[config.mk]
export PLATFORM = sky130hd
export DESIGN_NAME = owt_queue
export DESIGN_NICKNAME = d
export VERILOG_FILES = /design/src/hdl/owt_pkg.sv /design/src/hdl/owt_queue.sv
export SDC_FILE = /design/constraint.sdc
export NUM_CORES = 1
export LEC_CHECK = 0
export CAP_MARGIN = 10
export CORE_UTILIZATION = 60
export CTS_CLUSTER_SIZE = 8
export DETAILED_ROUTE_END_ITERATION = 10
export DONT_BUFFER_PORTS = 1
export GPL_TIMING_DRIVEN = 1
export PLACE_DENSITY = 0.76
export REMOVE_ABC_BUFFERS = 1
export SLEW_MARGIN = 20
export SYNTH_ARGS = -nofsm -noshare
export SYNTH_HDL_FRONTEND = slang
export SYNTH_SLANG_ARGS = --single-unit
[constraint.sdc]
create_clock -name clk_i -period 2.9 [get_ports clk_i]
set_input_delay 0.145 -clock clk_i [delete_from_list [all_inputs] [get_ports clk_i]]
set_output_delay 0.145 -clock clk_i [all_outputs]
set_load 0.03 [all_outputs]
[src/hdl/owt_pkg.sv]
package owt_pkg;

  // Default window limit and depth of the queue between front and back.
  localparam int unsigned MAX_SAMPLES_DEF = 256;
  localparam int unsigned QUEUE_DEPTH     = 4;
  localparam int unsigned SAMPLE_W        = 8;
  localparam logic [SAMPLE_W-1:0] TOP_CANDIDATE = 8'd255;
  localparam logic [SAMPLE_W-1:0] FIRST_CANDIDATE = 8'd1;

  // One classified sample beat as it travels from front to back.
  typedef struct packed {
    logic [SAMPLE_W-1:0] sample;
    logic                counted;
    logic                last;
  } item_t;

  typedef enum logic [3:0] {
    ST_IDLE,
    ST_INC,
    ST_PRIME,
    ST_ACC,
    ST_DIFF,
    ST_SQ,
    ST_M0,
    ST_M1,
    ST_CMP,
    ST_OUT
  } back_state_e;

endpackage

[src/hdl/owt_queue.sv]
module owt_queue (
  input  logic           clk_i,
  input  logic           rst_ni,
  input  logic           push_i,
  input  owt_pkg::item_t item_i,
  output logic           full_o,
  output logic           valid_o,
  input  logic           ready_i,
  output owt_pkg::item_t item_o
);

  localparam int unsigned Depth = owt_pkg::QUEUE_DEPTH;
  localparam int unsigned AW    = $clog2(Depth);

  owt_pkg::item_t mem_q [Depth];
  logic [AW-1:0]  wr_ptr_q, wr_ptr_d;
  logic [AW-1:0]  rd_ptr_q, rd_ptr_d;
  logic [AW:0]    fill_q, fill_d;
  logic           pop;

  assign full_o  = (fill_q == (AW + 1)'(Depth));
  assign valid_o = (fill_q != '0);
  assign item_o  = mem_q[rd_ptr_q];
  assign pop     = valid_o && ready_i;

  always_comb begin
    wr_ptr_d = push_i ? wr_ptr_q + AW'(1) : wr_ptr_q;
    rd_ptr_d = pop ? rd_ptr_q + AW'(1) : rd_ptr_q;
    fill_d   = fill_q;
    if (push_i && !pop) begin
      fill_d = fill_q + (AW + 1)'(1);
    end else if (pop && !push_i) begin
      fill_d = fill_q - (AW + 1)'(1);
    end
  end

  always_ff @(posedge clk_i or negedge rst_ni) begin
    if (!rst_ni) begin
      wr_ptr_q <= '0;
      rd_ptr_q <= '0;
      fill_q   <= '0;
    end else begin
      wr_ptr_q <= wr_ptr_d;
      rd_ptr_q <= rd_ptr_d;
      fill_q   <= fill_d;
    end
  end

  always_ff @(posedge clk_i) begin
    if (push_i) begin
      mem_q[wr_ptr_q] <= item_i;
    end
  end

endmodule

==> flow_metrics.tcl <==
set metrics [dict create \
    status "finished, violations left" \
    violations "design-rule violations" \
    core_mm2 0.00285 \
    powerDensity_mw_per_mm2 957 \
    tightest_slew_ns 0.976 \
    cts-root-buf "clkbuf_4" \
    worstPathRequired_ns 3.19 \
    ios 26 \
    crit_fanout 4 \
    drive_gt1_frac 0.190 \
    grt_max_degree 16 \
    synthXorXnorAreaFrac 0.0283 \
    muxShareOfSynthArea 0.131 \
    drt_iter0_drc 25 \
    cts_buffer_depth 2 \
    finClkSkew_ns 0.0120 \
    fillers 184 \
    cts_setup_buffers 0 \
    yosys.area_share.simple 0.0364 \
    place_congestion 0.729 \
    place_area_mm2 0.00188 \
    vdd_drop_max_v 0.000636 \
    period_share 0.748 \
    grt_pass1_vias 802 \
    area_delta_synth_final_pct 11.3 \
    die_w_um 57.6 \
    cts_resized 0 \
    worst_setup_path_end_kind "flip-flop" \
    syn_avg_cell_area_um2 21.6 \
    fin_ws_ns 0.731 \
    max_freq_mhz 461 \
    fin_area_mm2 0.00207 \
    synthAdderAreaFrac 0.0445 \
    tritoncts "done" \
    critical_path_class "flip-flop to flip-flop" \
    hold_violations 0 \
    core.rowCount 19 \
    yosysUniqueCellTypes 20 \
    via_count 785 \
    htreeDepth 2 \
    die_h_um 57.6 \
    antenna_found_initial 0 \
    grtUsageTotal 0.175 \
    synth-seq-cells 47 \
    pre_cts_ws_ns 0.749 \
    detail_route.first_pass.iterations 7 \
    whs_ns 0.0626 \
    syn_area_mm2 0.00186 \
    stdcell_count 136 \
    io_buffers 0 \
    ant_nets 0 \
    ys_seq_area_frac 0.742 \
    cp-start-kind "flip-flop" \
    rsz0062_at_grt "false" \
    fin_util 0.724 \
    final_cell_mix "40 x edfxtp_1, 13 x dlygate4sd3_1, 8 x mux4_2, 7 x dfrtp_1" \
    drcViolationCount 3 \
    cts.sinks 47 \
    synth_top_family_by_area "multiplexers" \
    dp_hpwl_um 1620 \
    nNetsFinal 124 \
    power_mw 1.98 \
    slew_viol_final 0 \
    dieArea_mm2 0.00332 \
    grt_pass1_wl_um 3900 \
    vias_per_cell 5.77 \
    drv_cap 0 \
    clock_latency_ns 0.36 \
    ctsHoldBuffers 13 \
    reg2reg_slack_ns 0.73 \
    final_common_cell "edfxtp_1" \
    final.setup.tns_ns 0 \
    max_slew_margin 0.348 \
    diodes 0 \
    syn_inst 86 \
    dp.cells 115 \
    numCtsBuffers 5 \
    critPathArrivalTime_ns 2.46 \
    min_period_ns 2.17 \
    routed_wl_um 2530 \
    initial_core_util 0.650 \
    p_leak_nw 0.714 \
    overflow 0 \
    cts.clk_slew.worst_paths_ns 0.14 \
    finalSetupViolCount 0 \
    wl_per_cell_um 18.6 \
    synth_warnings 0 \
    hold_path_class "input port to flip-flop" \
    synth_compound_area_frac 0.00270 \
]
==> worst max-delay path, stage by stage, from the launching register on <==
cell     delay (ns)
dfrtp_1        0.46
or3_4          0.48
nand2_2        0.11
ha_1           0.18
inv_1          0.06
fa_1           0.38
xor2_1         0.17
nor2_1         0.11
xor2_1         0.15
==> cell type report <==
cell class / count / area (um2) / area share
clock buffers: 5 / 37.5 / 0.0182
clock inverters: 3 / 20.0 / 0.00969
inverters: 3 / 11.3 / 0.00545
multi-input cells: 34 / 452 / 0.219
flip-flops and latches: 47 / 1380 / 0.666
well taps: 31 / 38.8 / 0.0188
repair buffers: 13 / 130 / 0.0630
==> synthesized netlist by cell type <==
| cell type | n | area (um2) |
|---|---|---|
| and2_1 | 4 | 25.0 |
| nor3b_1 | 1 | 7.51 |
| edfxtp_1 | 40 | 1200 |
| xnor2_1 | 3 | 26.3 |
| mux4_2 | 8 | 180 |
| mux4_1 | 2 | 52.6 |
| nand2_1 | 1 | 3.75 |
| mux2_2 | 1 | 11.3 |
| xor2_1 | 3 | 26.3 |
| nand3_2 | 1 | 10.0 |
| o21ai_0 | 1 | 5.00 |
| dfrtp_1 | 7 | 175 |
| or3_4 | 1 | 11.3 |
| fa_1 | 1 | 20.0 |
| inv_1 | 3 | 11.3 |
| buf_2 | 1 | 5.00 |
| ha_1 | 5 | 62.6 |
| nor2_1 | 1 | 3.75 |
| buf_6 | 1 | 11.3 |
| nand2_2 | 1 | 6.26 |
==> state kept, by name, indices dropped and copies added, names as in the netlist <==
name and cells:
rd_ptr_q 2, mem_q 40, fill_q 3, wr_ptr_q 2
==> where the power goes <==
group	total [mW]	internal [mW]	switching, mW
Combinational	0.647	0.255	0.393
Clock	0.293	0.0927	0.200
Sequential	1.04	0.901	0.136
Total	1.98	1.25	0.729
==> metal layers <==
layer	wire length, um	vias to the layer above	GRT usage
met5	0	-	0
met3	131	5	0.0692
met1	1010	389	0.212
met4	35	0	0.0627
li1	-	372	-
met2	1350	19	0.287
==> final timing paths <==
kind / start / depth (start not counted) / to
min in group asynchronous: rst_ni / 1 / wr_ptr_q[0]$_DFFE_PN0P_
max: fill_q[0]$_DFFE_PN0P_ / 8 / fill_q[2]$_DFFE_PN0P_
min: push_i / 2 / fill_q[0]$_DFFE_PN0P_
max reg2reg: fill_q[0]$_DFFE_PN0P_ / 8 / fill_q[2]$_DFFE_PN0P_
max in group asynchronous: rst_ni / 1 / fill_q[2]$_DFFE_PN0P_
min reg2reg: fill_q[2]$_DFFE_PN0P_ / 1 / fill_q[2]$_DFFE_PN0P_
==> cells by family after synthesis <==
| kind of cell | after synthesis |
|---|---|
| XOR/XNOR | 6 |
| AND/OR/NAND/NOR | 10 |
| flip-flops | 47 |
| multiplexers | 11 |
| adder cells (fa/ha/maj) | 6 |
| AO/OA/AOI/OAI | 1 |
| buffers and inverters | 5 |
(Power assumes the default switching activity.)
