**src/hdl/owt_pkg.sv**
```systemverilog
package owt_pkg;

  // Default window limit and depth of the queue between front and back.
  localparam int unsigned MAX_SAMPLES_DEF = 256;
  localparam int unsigned QUEUE_DEPTH     = 4;
  localparam int unsigned SAMPLE_W        = 8;
  localparam logic [SAMPLE_W-1:0] TOP_CANDIDATE = 8'd255;
  localparam logic [SAMPLE_W-1:0] FIRST_CANDIDATE = 8'd1;

  // One classified sample beat as it travels from front to back.
  typedef struct packed {
    logic [SAMPLE_W-1:0] sample;
    logic                counted;
    logic                last;
  } item_t;

  typedef enum logic [3:0] {
    ST_IDLE,
    ST_INC,
    ST_PRIME,
    ST_ACC,
    ST_DIFF,
    ST_SQ,
    ST_M0,
    ST_M1,
    ST_CMP,
    ST_OUT
  } back_state_e;

endpackage

```
**src/hdl/owt_front.sv**
```systemverilog
module owt_front #(
  parameter int unsigned MaxSamples = owt_pkg::MAX_SAMPLES_DEF
) (
  input  logic                         clk_i,
  input  logic                         rst_ni,
  input  logic                         in_valid_i,
  output logic                         in_ready_o,
  input  logic [owt_pkg::SAMPLE_W-1:0] sample_i,
  input  logic                         last_i,
  input  logic                         q_full_i,
  output logic                         q_push_o,
  output owt_pkg::item_t               q_item_o
);

  localparam int unsigned CntW = $clog2(MaxSamples + 1);

  logic [CntW-1:0] cnt_q, cnt_d;
  logic            accept;
  logic            room;

  assign in_ready_o = !q_full_i;
  assign accept     = in_valid_i && in_ready_o;
  assign room       = (cnt_q < CntW'(MaxSamples));

  // Mark beats beyond the window limit so the back end drops them.
  assign q_push_o         = accept;
  assign q_item_o.sample  = sample_i;
  assign q_item_o.counted = room;
  assign q_item_o.last    = last_i;

  always_comb begin
    cnt_d = cnt_q;
    if (accept) begin
      if (last_i) begin
        cnt_d = '0;
      end else if (room) begin
        cnt_d = cnt_q + CntW'(1);
      end
    end
  end

  always_ff @(posedge clk_i or negedge rst_ni) begin
    if (!rst_ni) begin
      cnt_q <= '0;
    end else begin
      cnt_q <= cnt_d;
    end
  end

endmodule

```
**config.mk**
```make
export PLATFORM = sky130hd
export DESIGN_NAME = owt_front
export DESIGN_NICKNAME = d
export VERILOG_FILES = /design/src/hdl/owt_pkg.sv /design/src/hdl/owt_front.sv
export SDC_FILE = /design/constraint.sdc
export NUM_CORES = 1
export LEC_CHECK = 0
export BUFFER_PORTS_ARGS = -buffer_cell sky130_fd_sc_hd__buf_4
export CAP_MARGIN = 5
export CORE_UTILIZATION = 45
export DETAILED_ROUTE_END_ITERATION = 6
export PLACE_DENSITY = 0.76
export SLEW_MARGIN = 0
export SYNTH_ARGS = -nofsm -noshare
export SYNTH_HDL_FRONTEND = slang
export SYNTH_SLANG_ARGS = --single-unit
```
**constraint.sdc**
```tcl
create_clock -name clk_i -period 1.8 [get_ports clk_i]
set_input_delay 0.09 -clock clk_i [delete_from_list [all_inputs] [get_ports clk_i]]
set_output_delay 0.09 -clock clk_i [all_outputs]
set_load 0.005 [all_outputs]
```
==> key figures, run 1 <==
Timing
  – Slew @ Worst Pin: around 0.38 ns
  – Fin Setup TNS: 0 ns
  – Clock skew: about 0.0085 ns
  – Min Tclk post-route: between 1 and 1.5 ns
  – Setup Viol. Count Final: 0
  – Hold Fails Final Rpt: 0
  – RSZ-0062 raised after global routing: no
  – Final slew viol count: 0
  – Max-slew headroom: 74.63%
  – Fmax achieved: ~730 MHz
  – Final period util: around three quarters
  – Setup WS post-layout: about 0.44 ns

Yosys
  – Avg Synthesized Cell Area: between 8 and 9 sq um
  – Post-synthesis sequential area ratio: between 30% and 40%
  – Net count after synthesis: between 80 and 90
  – EDFF count, synth: 0
  – Seq cells post-synth: 9
  – Mapped Cells: between 60 and 70
  – Cell variety after synth: 20
  – Most used DFF post-synth: dfrtp_1
  – Yosys warning total: 0
  – Cell Area, Synth: ~600 sq um
  – Post-synth ARST share: 100.0%

Setup path
  – Setup CP Type: reg -> reg
  – Crit path max fanout: 4
  – CP Launch Type: register
  – Critical Path RT: ~2.0 ns
  – Crit. End Element: register
  – Worst r2r path cells: 4
  – Arr. time, crit path: about 1.6 ns

Final layout
  – Final instance area: 618.1 sq um
  – Share of post-route cells with drive strength above 1: 20.59%
  – Largest register FFs: 9
  – Area of the multi-input gates: ~260 sq um
  – Largest reg by FF count: cnt_q
  – Finished Layout Cells: 82
  – Storage element area: around 230 sq um
  – Area growth, synth to finish: 3.347%
  – Antenna diode count: 0
  – Biggest regs: cnt_q (9)
  – Nets: 83
  – Fillers: between 100 and 150

Die
  – I/O pin cnt: 25
  – Initial core utilization: between 50% and 60%
  – Die area: between 0.001 and 0.0015 sq mm
  – Die X: ~38 um
  – Num rows: 12
  – Die H: between 30 and 40 um
  – Area of the core: roughly 0.0012 sq mm

Routing
  – Vias: between 400 and 500
  – Drt first pass iters: 3
  – Initial DRC Count: 8
  – Antenna viol nets, final: 0
  – Avg WL per Cell: around 13 um
  – Post-DR vias/cell: about 5.7
  – DRC: 0
  – DRT Wirelength: around 1100 um

Placement
  – GP Congestion: around 0.77
  – Final HPWL DP: 798.2 um
  – Placed cell area: ~580 sq um
  – Place WS: roughly 0.43 ns
  – Cells after DPL: 77
  – Input/output buffers: 8

Global routing
  – Initial antenna violation count: 0
  – Global Route Usage Sum: 19.46%
  – Global route overflow: 0
  – Vias in the first global route: between 400 and 500
  – First-pass GRT wire length: between 1500 and 2000 um
  – Largest net degree at the start of global routing: 16

Power
  – Reg power frac: 50.6%
  – Comb pwr share: between 10 and 15%
  – PwrDens: 725.5 mW/mm^2
  – Pwr Total: roughly 0.45 mW
  – Int Pwr: about 0.33 mW
  – NetSw: around 0.12 mW
  – Leakage: 0.2804 nW
  – Clock power share: between 30% and 40%
  – Sw Ratio: a little over a quarter
  – Max VDD drop: around 0.00032 V

Clock network
  – Setup bufs post-CTS: 0
  – Clock Sinks: 9
  – CTS tree: built
  – Post-CTS sizing: 0
  – Clock tree buffer depth: 2
  – Total CTS buffers: 3
  – H-tree levels: 1
  – Worst-path clk slew: about 0.07 ns
  – Clock root cell: clkbuf_4
  – Clock latency on the worst-skew pair: between 0.2 and 0.3 ns

Hold path
  – Hold Path Cell Cnt: 4
  – HP Class: in -> reg

Run
  – Max Cap Violations: 0

Outcome
  – Outcome: finished clean
## cell usage in the layout, fill, tap and decap left out, types with 3 or more instances in the layout
master,instances
buf_4,8
inv_1,6
mux2i_1,3
or4_1,4
a21oi_1,4
o31ai_1,3
nor4_1,3
nand2_1,8
clkbuf_4,3
dfrtp_1,9
nand3_1,3
## worst max-delay path, stage by stage, from the launching register on
cell and delay [ns]:
dfrtp_1 0.37, ha_1 0.17, nand3_1 0.12, or4_1 0.48, a21oi_1 0.15
## timing repair
| item | CTS | global route |
|---|---|---|
| endpoints found under the setup margin | 0 | 0 |
| hold buffers | 1 | 0 |
| hold endpoints to repair | 9 | 0 |
## per-stage QoR
stage	util (%)	hold WS (ns)
floorplan	-	-0.2056
global placement	49.68	-0.08037
detailed placement	49.68	-0.07802
CTS	52.78	0.1208
global route	52.78	0.1429
finish	52.78	0.1306
## cell usage after synthesis (all sizes together) (2+ instances only)
library cell	count	area share, %
buf	12	16
dfrtp	9	38
nand2	8	5.0
inv	6	3.8
or4	5	6.5
a21oi	4	3.3
mux2i	3	5.0
nand2b	3	4.4
nand3	3	2.5
nor4	3	3.1
o31ai	3	3.8
nand4	2	2.1
o21ai	2	1.7
## worst paths after layout
kind	slack (ns)	from	end
min in group asynchronous	0.18	rst_ni	cnt_q[4]$_DFFE_PN0P_
min reg2reg	0.53	cnt_q[7]$_DFFE_PN0P_	cnt_q[7]$_DFFE_PN0P_
max	0.44	cnt_q[0]$_DFFE_PN0P_	cnt_q[8]$_DFFE_PN0P_
max reg2reg	0.44	cnt_q[0]$_DFFE_PN0P_	cnt_q[8]$_DFFE_PN0P_
max in group asynchronous	1.48	rst_ni	cnt_q[0]$_DFFE_PN0P_
min	0.13	last_i	cnt_q[1]$_DFFE_PN0P_
## routing by layer
layer  GRT usage, %  part of all wire [%]
met5              0                     0
met4          10.34                   2.0
met3          9.302                   6.8
met2          26.69                    44
met1          24.82                    47
## final cells by class
class                           instances  share of cell area (%)
Clock buffer                            4                   4.251
Inverter                                6                   3.644
Multi-Input combinational cell         40                   41.50
Sequential cell                         9                   36.44
Tap cell                               14                   2.834
Timing Repair Buffer                    9                   11.34
## cell families after synthesis
| kind of cell | after synthesis | share of synthesized area, % |
|---|---|---|
| and+or+nand+nor | 27 | 26.99 |
| buffers and inverters | 18 | 19.46 |
| AOI/OAI and AO/OA | 9 | 8.787 |
| DFF | 9 | 37.66 |
| muxes | 3 | 5.021 |
| adders and majority gates | 1 | 2.092 |
## power by group through the flow
stage	Clock [mW]	Combinational (mW)	Sequential, mW
5_1_grt	0.181	0.0654	0.230
3_5_place_dp	0	0.0555	0.231
4_1_cts	0.166	0.0574	0.227
2_1_floorplan	0	0.0473	0.228
3_3_place_gp	0	0.0535	0.230
6_report	0.165	0.0566	0.227
No activity file was read; power rests on OpenSTA's default activity.
==> run 2: changes to the inputs <==
--- a/config.mk
+++ b/config.mk
@@ -5,6 +5,7 @@
 export SDC_FILE = /design/constraint.sdc
 export NUM_CORES = 1
 export LEC_CHECK = 0
+export ABC_AREA = 1
 export BUFFER_PORTS_ARGS = -buffer_cell sky130_fd_sc_hd__buf_4
 export CAP_MARGIN = 5
 export CORE_UTILIZATION = 45
==> constraint.sdc (replaced) <==
create_clock -name clk_i -period 1.4 [get_ports clk_i]
set_input_delay 0.07 -clock clk_i [delete_from_list [all_inputs] [get_ports clk_i]]
set_output_delay 0.07 -clock clk_i [all_outputs]
set_load 0.005 [all_outputs]
==> key figures, run 2 <==
Placement
  – GP Congestion: 0.7313 (was 0.7691)
  – Placed cell area: 603.1 sq um (was 581.8 sq um)
  – Cells after DPL: 95 (was 77)
  – Place WS: 0.2703 ns (was 0.4309 ns)
  – Input/output buffers: 8 (unchanged)
  – Final HPWL DP: 813.6 um (was 798.2 um)

Routing
  – Avg WL per Cell: 10.61 um (was 13.38 um)
  – Vias: 492 (was 465)
  – Antenna viol nets, final: 0 (unchanged)
  – Post-DR vias/cell: 4.920 (was 5.671)
  – Drt first pass iters: 4 (was 3)
  – DRC: 0 (unchanged)
  – Initial DRC Count: 9 (was 8)
  – DRT Wirelength: 1061 um (was 1097 um)

Yosys
  – EDFF count, synth: 0 (unchanged)
  – Avg Synthesized Cell Area: 7.236 sq um (was 8.926 sq um)
  – Area contributors post-synth: dfrtp_1 38%, buf_4 13%, nand2_1 13% (was dfrtp_1 38%, buf_4 14%, mux2i_1 5.0%)
  – Cell variety after synth: 16 (was 20)
  – Top cell type's share of synthesized area: 37.50% (was 37.66%)
  – Post-synth ARST share: 100.0% (unchanged)
  – Top-count cell post-synth: nand2_1 (was buf_4)
  – Cell Area, Synth: 600.6 sq um (was 598.1 sq um)
  – Yosys warning total: 0 (unchanged)
  – Most used DFF post-synth: dfrtp_1 (unchanged)
  – Net count after synthesis: 97 (was 81)
  – Mapped Cells: 83 (was 67)
  – Post-synthesis sequential area ratio: 37.50% (was 37.66%)
  – Synth cell count leaders: 20 x nand2_1, 13 x nor2_1, 11 x inv_1, 10 x buf_4, 9 x dfrtp_1 (was 11 x buf_4, 9 x dfrtp_1, 8 x nand2_1, 6 x inv_1)
  – Seq cells post-synth: 9 (unchanged)
  – Top cell type by total area after synthesis: dfrtp_1 (unchanged)

Final layout
  – Nets: 101 (was 83)
  – Highest-count cells in the layout ignoring fill and taps: 20 x nand2_1, 13 x nor2_1, 11 x inv_1 (was 9 x dfrtp_1, 8 x nand2_1, 8 x buf_4)
  – Largest reg by FF count: cnt_q (unchanged)
  – Most common cell after layout, fill and taps aside: nand2_1 (was dfrtp_1)
  – Final core utilization: 54.59% (was 52.78%)
  – Final instance area: 639.4 sq um (was 618.1 sq um)
  – Biggest regs: cnt_q (9) (unchanged)
  – Share of post-route cells with drive strength above 1: 19.77% (was 20.59%)
  – Antenna diode count: 0 (unchanged)
  – Finished Layout Cells: 100 (was 82)
  – Largest register FFs: 9 (unchanged)
  – Area growth, synth to finish: 6.458% (was 3.347%)

Die
  – I/O pin cnt: 25 (unchanged)
  – Die area: 0.001485 sq mm (was 0.001479 sq mm)
  – Num rows: 12 (unchanged)
  – Initial core utilization: 51.28% (was 51.07%)
  – Die H: 38.53 um (was 38.46 um)
  – Area of the core: 0.001171 sq mm (unchanged)
  – Die X: 38.53 um (was 38.46 um)

Hold path
  – WHS Endpoint: cnt_q[8]$_DFFE_PN0P_ (was cnt_q[1]$_DFFE_PN0P_)
  – HP Class: in -> reg (unchanged)
  – Hold Path Cell Cnt: 4 (unchanged)
  – Hold path start: q_full_i (was last_i)

Clock network
  – H-tree levels: 1 (unchanged)
  – Clock Sinks: 9 (unchanged)
  – Post-CTS sizing: 0 (unchanged)
  – Clock latency on the worst-skew pair: 0.26 ns (was 0.27 ns)
  – Worst-path clk slew: 0.06 ns (was 0.07 ns)
  – CTS tree: built (unchanged)
  – Clock tree buffer depth: 2 (unchanged)
  – Clock root cell: clkbuf_4 (unchanged)
  – Total CTS buffers: 3 (unchanged)

Timing
  – RSZ-0062 raised after global routing: no (unchanged)
  – Fin Setup TNS: 0 ns (unchanged)
  – Hold Fails Final Rpt: 0 (unchanged)
  – Final slew viol count: 0 (unchanged)
  – Setup WS post-layout: 0.2421 ns (was 0.4357 ns)
  – Setup Viol. Count Final: 0 (unchanged)
  – Final period util: 82.71% (was 75.79%)
  – Slew @ Worst Pin: 0.2205 ns (was 0.3771 ns)
  – Clock skew: 0.004556 ns (was 0.008476 ns)
  – Min Tclk post-route: 1.158 ns (was 1.364 ns)
  – Fmax achieved: 863.6 MHz (was 733.0 MHz)
  – Max-slew headroom: 85.30% (was 74.63%)
  – Hold Slack: 0.1384 ns (was 0.1306 ns)

Global routing
  – Global Route Usage Sum: 19.35% (was 19.46%)
  – Vias in the first global route: 435 (was 431)
  – Largest net degree at the start of global routing: 10 (was 16)
  – Global route overflow: 0 (unchanged)
  – Initial antenna violation count: 0 (unchanged)
  – First-pass GRT wire length: 1883 um (was 1911 um)

Setup path
  – Worst reg2reg path endpoint: cnt_q[6]$_DFFE_PN0P_ (was cnt_q[8]$_DFFE_PN0P_)
  – Arr. time, crit path: 1.34 ns (was 1.57 ns)
  – Crit. End Element: register (unchanged)
  – Worst r2r path cells: 6 (was 4)
  – CP Launch Type: register (unchanged)
  – Reg-to-Reg Start: cnt_q[0]$_DFFE_PN0P_ (unchanged)
  – R2R Setup Slk: 0.24 ns (was 0.44 ns)
  – Crit path max fanout: 4 (unchanged)
  – Critical Path RT: 1.59 ns (was 2.00 ns)
  – Setup CP Type: reg -> reg (unchanged)

Power
  – Leakage: 0.3275 nW (was 0.2804 nW)
  – PwrDens: 922.3 mW/mm^2 (was 725.5 mW/mm^2)
  – Pwr Total: 0.5897 mW (was 0.4484 mW)
  – Max VDD drop: 0.0005068 V (was 0.0003209 V)

Run
  – Max Cap Violations: 0 (unchanged)

Outcome
  – Outcome: finished clean (unchanged)
## run 2: final cells by class
class,instances,area (sq um)
clock buffer,4,26.28
fill,109,531.8
inverter,12,45.04
multi-input combinational,52,255.2
sequential,9,225.2
tap,14,17.52
timing repair buffer,9,70.07
## run 2: logic make-up (layout without fill, tap and decap cells)
kind of cell             count (synthesis)  in the layout  synth area share, %
flip-flops                               9              9                37.50
AO/OA/AOI/OAI                            5              5                5.208
buffers and inverters                   22             25                20.00
adder cells (fa/ha/maj)                  1              1                2.083
AND/OR/NAND/NOR                         46             46                35.21
## run 2: what timing repair did
item                      4_1_cts  5_1_grt
hold buffers                    1        0
buffers inserted                0        0
hold endpoints to repair        9        0
## run 2: worst max-delay path by stage
| stage | end | slack [ns] | startpoint | cells after the start |
|---|---|---|---|---|
| floorplan | cnt_q[6]$_DFFE_PN0P_ | 0.36 | cnt_q[0]$_DFFE_PN0P_ | 6 |
| global placement | cnt_q[6]$_DFFE_PN0P_ | 0.29 | cnt_q[0]$_DFFE_PN0P_ | 6 |
| detailed placement | cnt_q[6]$_DFFE_PN0P_ | 0.27 | cnt_q[0]$_DFFE_PN0P_ | 6 |
| CTS | cnt_q[6]$_DFFE_PN0P_ | 0.25 | cnt_q[0]$_DFFE_PN0P_ | 6 |
| global route | cnt_q[4]$_DFFE_PN0P_ | 0.14 | cnt_q[0]$_DFFE_PN0P_ | 6 |
| finish | cnt_q[6]$_DFFE_PN0P_ | 0.24 | cnt_q[0]$_DFFE_PN0P_ | 6 |
## run 2: worst max-delay path: stages (launching register included)
cell     delay (ns)
dfrtp_1        0.41
ha_1           0.25
nand3_1        0.11
inv_1          0.08
nand3_1        0.08
nand2_1        0.05
a21oi_1        0.12
## run 2: layer usage
metal	wire length [um]	vias to the layer above	global-route usage (%)
li1	-	255	-
met3	63	5	9.302
met2	482	13	29.17
met4	17	0	10.34
met5	0	-	0
met1	498	219	22.22
## run 2: where the power goes
group | leakage, nW | internal [mW] | switching (mW)
Sequential | 0.123 | 0.280 | 0.0200
Combinational | 0.189 | 0.0394 | 0.0524
Clock | 0.0150 | 0.110 | 0.0877
Total | 0.327 | 0.430 | 0.160
